`src/rtl/core/rfa_pkg.sv`:
```
`timescale 1ns / 1ps

package rfa_pkg;

	typedef enum logic [1:0] {
		CMD_ADD = 2'd0,
		CMD_SUB = 2'd1,
		CMD_MUL = 2'd2,
		CMD_DIV = 2'd3
	} cmd_t;

	localparam int unsigned CMD_W       = 2;
	localparam int unsigned RES_NUM_W   = 33;
	localparam int unsigned RES_DEN_W   = 31;
	localparam int unsigned OUT_TDATA_W = ((RES_NUM_W + RES_DEN_W + 7) / 8) * 8;

endpackage

```
`src/rtl/core/rational_fraction_alu.sv`:
```
`timescale 1ns / 1ps

// channel  dir  tdata fields, lowest bit up                          tuser
// s_*      in   cmd, num_a, den_a, num_b, den_b (OPERAND_WIDTH each)  -
// m_*      out  res_num (33), res_den (31)                            undefined
//
// one item at a time: the shared multiplier forms the products in S_MUL0 and S_MUL2,
// with S_MUL1 between them for add and subtract, then S_COMB combines them, then a binary
// gcd (one shift or subtract a cycle), then restoring division of both parts by the odd
// gcd factor, and S_FIN loads the output register; zero parts skip the gcd and
// division
// reset clears the sequencer and the output valid; s_tready is high only when idle
// a result waiting on m_tready holds the block in S_FIN until taken
module rational_fraction_alu #(
	parameter int unsigned OPERAND_WIDTH = 16
) (
	input  logic clk,
	input  logic arst_n,
	input  logic s_tvalid,
	output logic s_tready,
	// cmd, num_a, den_a, num_b, den_b, zero fill
	input  logic [((rfa_pkg::CMD_W + 4 * OPERAND_WIDTH + 7) / 8) * 8 - 1:0] s_tdata,
	output logic m_tvalid,
	input  logic m_tready,
	// res_num, res_den
	output logic [rfa_pkg::OUT_TDATA_W - 1:0] m_tdata,
	// undefined
	output logic m_tuser
);

	localparam int unsigned W  = OPERAND_WIDTH;
	localparam int unsigned MW = 2 * W;
	localparam int unsigned CW = $clog2(MW);
	localparam int unsigned NW = rfa_pkg::RES_NUM_W;
	localparam int unsigned DW = rfa_pkg::RES_DEN_W;

	typedef enum logic [2:0] {
		S_IDLE,
		S_MUL0,
		S_MUL1,
		S_MUL2,
		S_COMB,
		S_GCD,
		S_DIV,
		S_FIN
	} state_t;

	state_t state_q;

	rfa_pkg::cmd_t cmd_q;
	logic [W-1:0]  na_q, da_q, nb_q, db_q;
	logic          na_neg_q, da_neg_q, nb_neg_q, db_neg_q;
	logic [MW-1:0] x_q, y_q, n_q, d_q, u_q, v_q, rn_q, rd_q;
	logic          neg_q;
	logic [CW-1:0] cnt_q;

	function automatic logic [W-1:0] mag_of(input logic [W-1:0] v);
		mag_of = v[W-1] ? (~v + W'(1)) : v;
	endfunction

	logic [W-1:0] in_num_a, in_den_a, in_num_b, in_den_b;
	assign in_num_a = s_tdata[rfa_pkg::CMD_W +: W];
	assign in_den_a = s_tdata[rfa_pkg::CMD_W + W +: W];
	assign in_num_b = s_tdata[rfa_pkg::CMD_W + 2 * W +: W];
	assign in_den_b = s_tdata[rfa_pkg::CMD_W + 3 * W +: W];

	assign s_tready = (state_q == S_IDLE);

	// shared multiplier
	logic [W-1:0]  mul_a, mul_b;
	logic [MW-1:0] mul_p;
	always_comb begin
		case (state_q)
			S_MUL0: begin
				mul_a = na_q;
				mul_b = (cmd_q == rfa_pkg::CMD_MUL) ? nb_q : db_q;
			end
			S_MUL1: begin
				mul_a = nb_q;
				mul_b = da_q;
			end
			default: begin
				mul_a = da_q;
				mul_b = (cmd_q == rfa_pkg::CMD_DIV) ? nb_q : db_q;
			end
		endcase
	end
	assign mul_p = mul_a * mul_b;

	// signs of the products, zero magnitudes carry no sign
	logic          x_neg, y_neg, b_neg, dn_neg, n_neg, is_addsub;
	logic [MW-1:0] n_mag;
	assign x_neg  = (na_neg_q ^ ((cmd_q == rfa_pkg::CMD_MUL) ? nb_neg_q : db_neg_q))
		&& (x_q != '0);
	assign y_neg  = (nb_neg_q ^ da_neg_q) && (y_q != '0);
	assign b_neg  = (cmd_q == rfa_pkg::CMD_SUB) ? !y_neg : y_neg;
	assign dn_neg = (da_neg_q ^ ((cmd_q == rfa_pkg::CMD_DIV) ? nb_neg_q : db_neg_q))
		&& (d_q != '0);
	assign is_addsub = (cmd_q == rfa_pkg::CMD_ADD) || (cmd_q == rfa_pkg::CMD_SUB);

	always_comb begin
		logic nn;
		nn = x_neg;
		n_mag = x_q;
		if (is_addsub) begin
			if (x_neg == b_neg) begin
				n_mag = x_q + y_q;
			end else if (x_q >= y_q) begin
				n_mag = x_q - y_q;
			end else begin
				n_mag = y_q - x_q;
				nn = b_neg;
			end
		end
		n_neg = nn && (n_mag != '0);
	end

	logic gcd_done;
	assign gcd_done = u_q[0] && v_q[0] && (u_q == v_q);

	// one restoring division step on both parts
	logic [MW:0] tn, td;
	logic        qn_bit, qd_bit;
	assign tn = {rn_q, n_q[MW-1]};
	assign td = {rd_q, d_q[MW-1]};
	assign qn_bit = (tn >= {1'b0, u_q});
	assign qd_bit = (td >= {1'b0, u_q});

	// result fields, wrapped to the output widths
	logic [MW+NW-1:0] num_wide;
	logic [MW+DW-1:0] den_wide;
	logic [NW-1:0]    num_lo, num_res;
	assign num_wide = {{NW{1'b0}}, n_q};
	assign den_wide = {{DW{1'b0}}, d_q};
	assign num_lo   = num_wide[NW-1:0];
	assign num_res  = neg_q ? (~num_lo + NW'(1)) : num_lo;

	logic out_free;
	assign out_free = !m_tvalid || m_tready;

	always_ff @(posedge clk or negedge arst_n) begin
		if (!arst_n) begin
			state_q  <= S_IDLE;
			m_tvalid <= 1'b0;
			m_tdata  <= '0;
			m_tuser  <= 1'b0;
			cnt_q    <= '0;
		end else begin
			// the final state reloads the output itself
			if (m_tvalid && m_tready && (state_q != S_FIN)) begin
				m_tvalid <= 1'b0;
			end
			case (state_q)
				S_IDLE: begin
					if (s_tvalid) begin
						state_q <= S_MUL0;
					end
				end
				S_MUL0: begin
					state_q <= is_addsub ? S_MUL1 : S_MUL2;
				end
				S_MUL1: begin
					state_q <= S_MUL2;
				end
				S_MUL2: begin
					state_q <= S_COMB;
				end
				S_COMB: begin
					state_q <= ((n_mag == '0) || (d_q == '0)) ? S_FIN : S_GCD;
				end
				S_GCD: begin
					if (gcd_done) begin
						state_q <= S_DIV;
						cnt_q   <= CW'(MW - 1);
					end
				end
				S_DIV: begin
					cnt_q <= cnt_q - CW'(1);
					if (cnt_q == '0) begin
						state_q <= S_FIN;
					end
				end
				S_FIN: begin
					if (out_free) begin
						m_tvalid <= 1'b1;
						m_tdata  <= {den_wide[DW-1:0], num_res};
						m_tuser  <= (d_q == '0);
						state_q  <= S_IDLE;
					end
				end
				default: begin
					state_q <= S_IDLE;
				end
			endcase
		end
	end

	always_ff @(posedge clk) begin
		case (state_q)
			S_IDLE: begin
				if (s_tvalid) begin
					cmd_q    <= rfa_pkg::cmd_t'(s_tdata[rfa_pkg::CMD_W-1:0]);
					na_q     <= mag_of(in_num_a);
					da_q     <= mag_of(in_den_a);
					nb_q     <= mag_of(in_num_b);
					db_q     <= mag_of(in_den_b);
					na_neg_q <= in_num_a[W-1];
					da_neg_q <= in_den_a[W-1];
					nb_neg_q <= in_num_b[W-1];
					db_neg_q <= in_den_b[W-1];
				end
			end
			S_MUL0: begin
				x_q <= mul_p;
			end
			S_MUL1: begin
				y_q <= mul_p;
			end
			S_MUL2: begin
				d_q <= mul_p;
			end
			S_COMB: begin
				n_q   <= n_mag;
				neg_q <= (n_neg != dn_neg) && (n_mag != '0);
				u_q   <= n_mag;
				v_q   <= d_q;
			end
			S_GCD: begin
				// common factors of two come straight off both parts
				if (!u_q[0] && !v_q[0]) begin
					u_q <= u_q >> 1;
					v_q <= v_q >> 1;
					n_q <= n_q >> 1;
					d_q <= d_q >> 1;
				end else if (!u_q[0]) begin
					u_q <= u_q >> 1;
				end else if (!v_q[0]) begin
					v_q <= v_q >> 1;
				end else if (u_q > v_q) begin
					u_q <= u_q - v_q;
				end else if (v_q > u_q) begin
					v_q <= v_q - u_q;
				end
				if (gcd_done) begin
					rn_q <= '0;
					rd_q <= '0;
				end
			end
			S_DIV: begin
				rn_q <= qn_bit ? MW'(tn - {1'b0, u_q}) : tn[MW-1:0];
				rd_q <= qd_bit ? MW'(td - {1'b0, u_q}) : td[MW-1:0];
				n_q  <= {n_q[MW-2:0], qn_bit};
				d_q  <= {d_q[MW-2:0], qd_bit};
			end
			default: begin
			end
		endcase
	end

endmodule

```
`config.mk`:
```
export PLATFORM = sky130hd
export DESIGN_NAME = rational_fraction_alu
export DESIGN_NICKNAME = d
export VERILOG_FILES = /design/src/rtl/core/rfa_pkg.sv /design/src/rtl/core/rational_fraction_alu.sv
export SDC_FILE = /design/constraint.sdc
export NUM_CORES = 2
export LEC_CHECK = 0
export BUFFER_PORTS_ARGS = -buffer_cell sky130_fd_sc_hd__buf_2
export CORE_MARGIN = 2
export CORE_UTILIZATION = 65
export DETAILED_ROUTE_END_ITERATION = 8
export GPL_TIMING_DRIVEN = 1
export PLACE_DENSITY = 0.83
export SLEW_MARGIN = 25
export SYNTH_ARGS = -nofsm -noshare
export SYNTH_HDL_FRONTEND = slang
export SYNTH_SLANG_ARGS = --single-unit
```
`constraint.sdc`:
```
create_clock -name clk -period 11 [get_ports clk]
set_input_delay 2.2 -clock clk [delete_from_list [all_inputs] [get_ports clk]]
set_output_delay 2.2 -clock clk [all_outputs]
set_load 0.02 [all_outputs]
```
==> results.md <==
* CP Launch Type: register
* Port bufs at 136
* Post-synthesis cell count at 4566
* Crit-path most repeated cell: fa_1
* Clk_skew at 0.0244 ns
* Fin. Hold Viols at 0
* CTS max path bufs at 3
* Setup WS post-layout at 1.55 ns
* CTS Root Cell: clkbuf_16
* Number of I/O pins at 143
* Hold Buf Count CTS at 0
* Slowest cell on crit path: a221o_1
* Data required, critical path at 11.35 ns
* Fin nets at 5218
* Routed wire length at 129000 um
* HP Class: register to register
* Height of the die at 252 um
* Die X at 252 um
* Fmax at 106 MHz
* Post-route minimum period at 9.45 ns
* RSZ-0062 raised after global routing: no
* Setup Slack @ Placement at 1.59 ns
* DR WL/cell at 23.7 um
* Max-slew violations at 0
* CTS buffer count at 45
* Die ar. at 63500 sq um
* Top Family by Delay on Critical Path: adder cells
* Period utilisation layout at 85.9%
* Maxcap violations at 0
* Area Overhead vs Synth at 7.75%
* Max-slew headroom at 12.6%
* Syn Nets at 5180
* Postcts setup bufs at 0
* Max incr delay on CP at 0.88 ns
* TNS Setup at 0 ns
* Initial antenna violation count at 1
* Syn avg cell area at 8.75 sq um
* Number of synthesized register bits at 401
* Final-report setup violation count at 0
* Mapped cell area at 40000 sq um
* Vias per cell at 6.63
* Hpwl dp at 97800 um
* # rows at 90
* Synth unique cells at 97
* Crit path max fanout at 58
* Core ar. at 60600 sq um
* CP bufs+invs at 8
* Starting density of the core at 66.0%
* First-pass GRT wire length at 197000 um
* Resize count post-CTS at 0
* Drt pass-1 iters at 7
* H-tree Lvls at 2
* DR iter-0 viols at 4680
* Fillers at 4680
* CP Class: register to register
* Fraction of layout instances using a drive strength above 1 at 7.86%
* Slew of the pin with the lowest slew margin at 1.31 ns
* Post-synthesis sequential area ratio at 29.2%
* Clk slew on worst S/H paths at 0.06 ns
* Hold slack at 0.473 ns
* CP Capture Type: register
* Clock Latency Late Sink at 0.60 ns
* Global Route Usage Sum at 40.1%
* Synth warn at 0
* Ys flop type: edfxtp_1
* Fraction of registers with async set/reset at 18.5%
* GRT overflow at 0
* Commonest non-fill, non-tap cell in the layout: nand2_1
* Largest net degree at the start of global routing at 99
* Clk sinks at 401
* Antenna Nets Post-Route at 0
* Via count at 36.0k
* Commonest non-fill, non-tap cells in the layout: nand2_1, inv_1, nor2_1
* RePlAce Congestion at 1.08
* Status: completed
* Residual DRC at 0
* Crit path DAT at 9.80 ns
* Number of global-route vias before repair at 34.5k
* Post-synth EDFFs at 327
* CTS tree: done
[synthesized netlist by cell type, drive strengths merged, types with 52 or more instances]
library cell  count  area share (%)
a21o            104             2.0
nand2b           57            0.89
clkbuf          172             1.6
ha              337              11
xnor2           172             3.8
a21oi           354             4.5
xor2             78             1.7
fa              201              10
dfrtp            74             4.6
nor3             77            0.98
a221oi           82             1.8
inv             456             4.3
nand2           524             4.9
nor2            431             4.1
o21ai           238             3.0
edfxtp          327              25
o21bai           52            0.98
[kinds of logic after synthesis]
| kind of cell | after synthesis | share of synthesized area (%) |
|---|---|---|
| and+or+nand+nor | 1422 | 16.2 |
| AOI/OAI and AO/OA | 1214 | 20.1 |
| buffers and inverters | 671 | 6.44 |
| adders and majority gates | 538 | 20.6 |
| DFF | 401 | 29.2 |
| xor gates and xnor gates | 253 | 5.67 |
| muxes | 67 | 1.75 |
[worst register-to-register path: cells and delay by family, from the launching register on]
kind | cells | cell delay, ns
AO/OA/AOI/OAI | 10 | 3.01
XOR/XNOR | 1 | 0.18
adder cells (fa/ha/maj) | 7 | 3.37
buffers and inverters | 8 | 1.44
flip-flops | 1 | 0.37
AND/OR/NAND/NOR | 5 | 0.84
[layer usage]
| metal | vias to the layer above | global-route usage [%] | part of all wire (%) |
|---|---|---|---|
| li1 | 16200 | - | - |
| met2 | 2280 | 62.1 | 44 |
| met1 | 17000 | 51.2 | 37 |
| met5 | - | 0 | 0 |
| met3 | 528 | 8.84 | 12 |
| met4 | 0 | 25.1 | 7.3 |
[final timing paths]
check / startpoint / endpoint / slack [ns] / depth (start not counted)
setup / recovery: state_q[0] / d_q[31] / 1.55 / 31
hold / removal: m_tdata[24] / m_tdata[24] / 0.47 / 2
setup reg to reg: state_q[0] / d_q[31] / 1.55 / 31
hold reg to reg: m_tdata[24] / m_tdata[24] / 0.47 / 2
max in group asynchronous: arst_n / m_tdata[51] / 8.84 / 1
min in group asynchronous: arst_n / m_tdata[8] / 1.64 / 1
[state kept, by name, indices dropped and copies added, names as in the netlist, 2 cells and up]
name / count
nb_q: 16
m_tdata: 64
y_q: 32
state_q: 3
db_q: 16
da_q: 16
u_q: 32
na_q: 16
d_q: 32
x_q: 32
v_q: 32
n_q: 32
rn_q: 32
rd_q: 32
cnt_q: 5
cmd_q: 2
[per-stage QoR]
stage               std cells  cell area, sq um  util, %
floorplan                4566             40000        -
global placement         5336             41400     68.3
detailed placement       5338             41400     68.4
CTS                      5422             43000     71.0
global route             5423             43100     71.1
finish                   5425             43100     71.1
[final cells by class]
type	instances	area (sq um)	area share [%]
multi-input cells	3494	25800	60.0
flip-flops and latches	401	11700	27.1
inverters	458	1720	3.99
clock buffers	64	1310	3.05
repair buffers	204	1250	2.90
well taps	782	978	2.27
clock inverters	20	294	0.683
diodes	2	5.00	0.0116
Power is not shown: default switching activity piles up to over one toggle a cycle in this logic, so the estimate is an artifact.
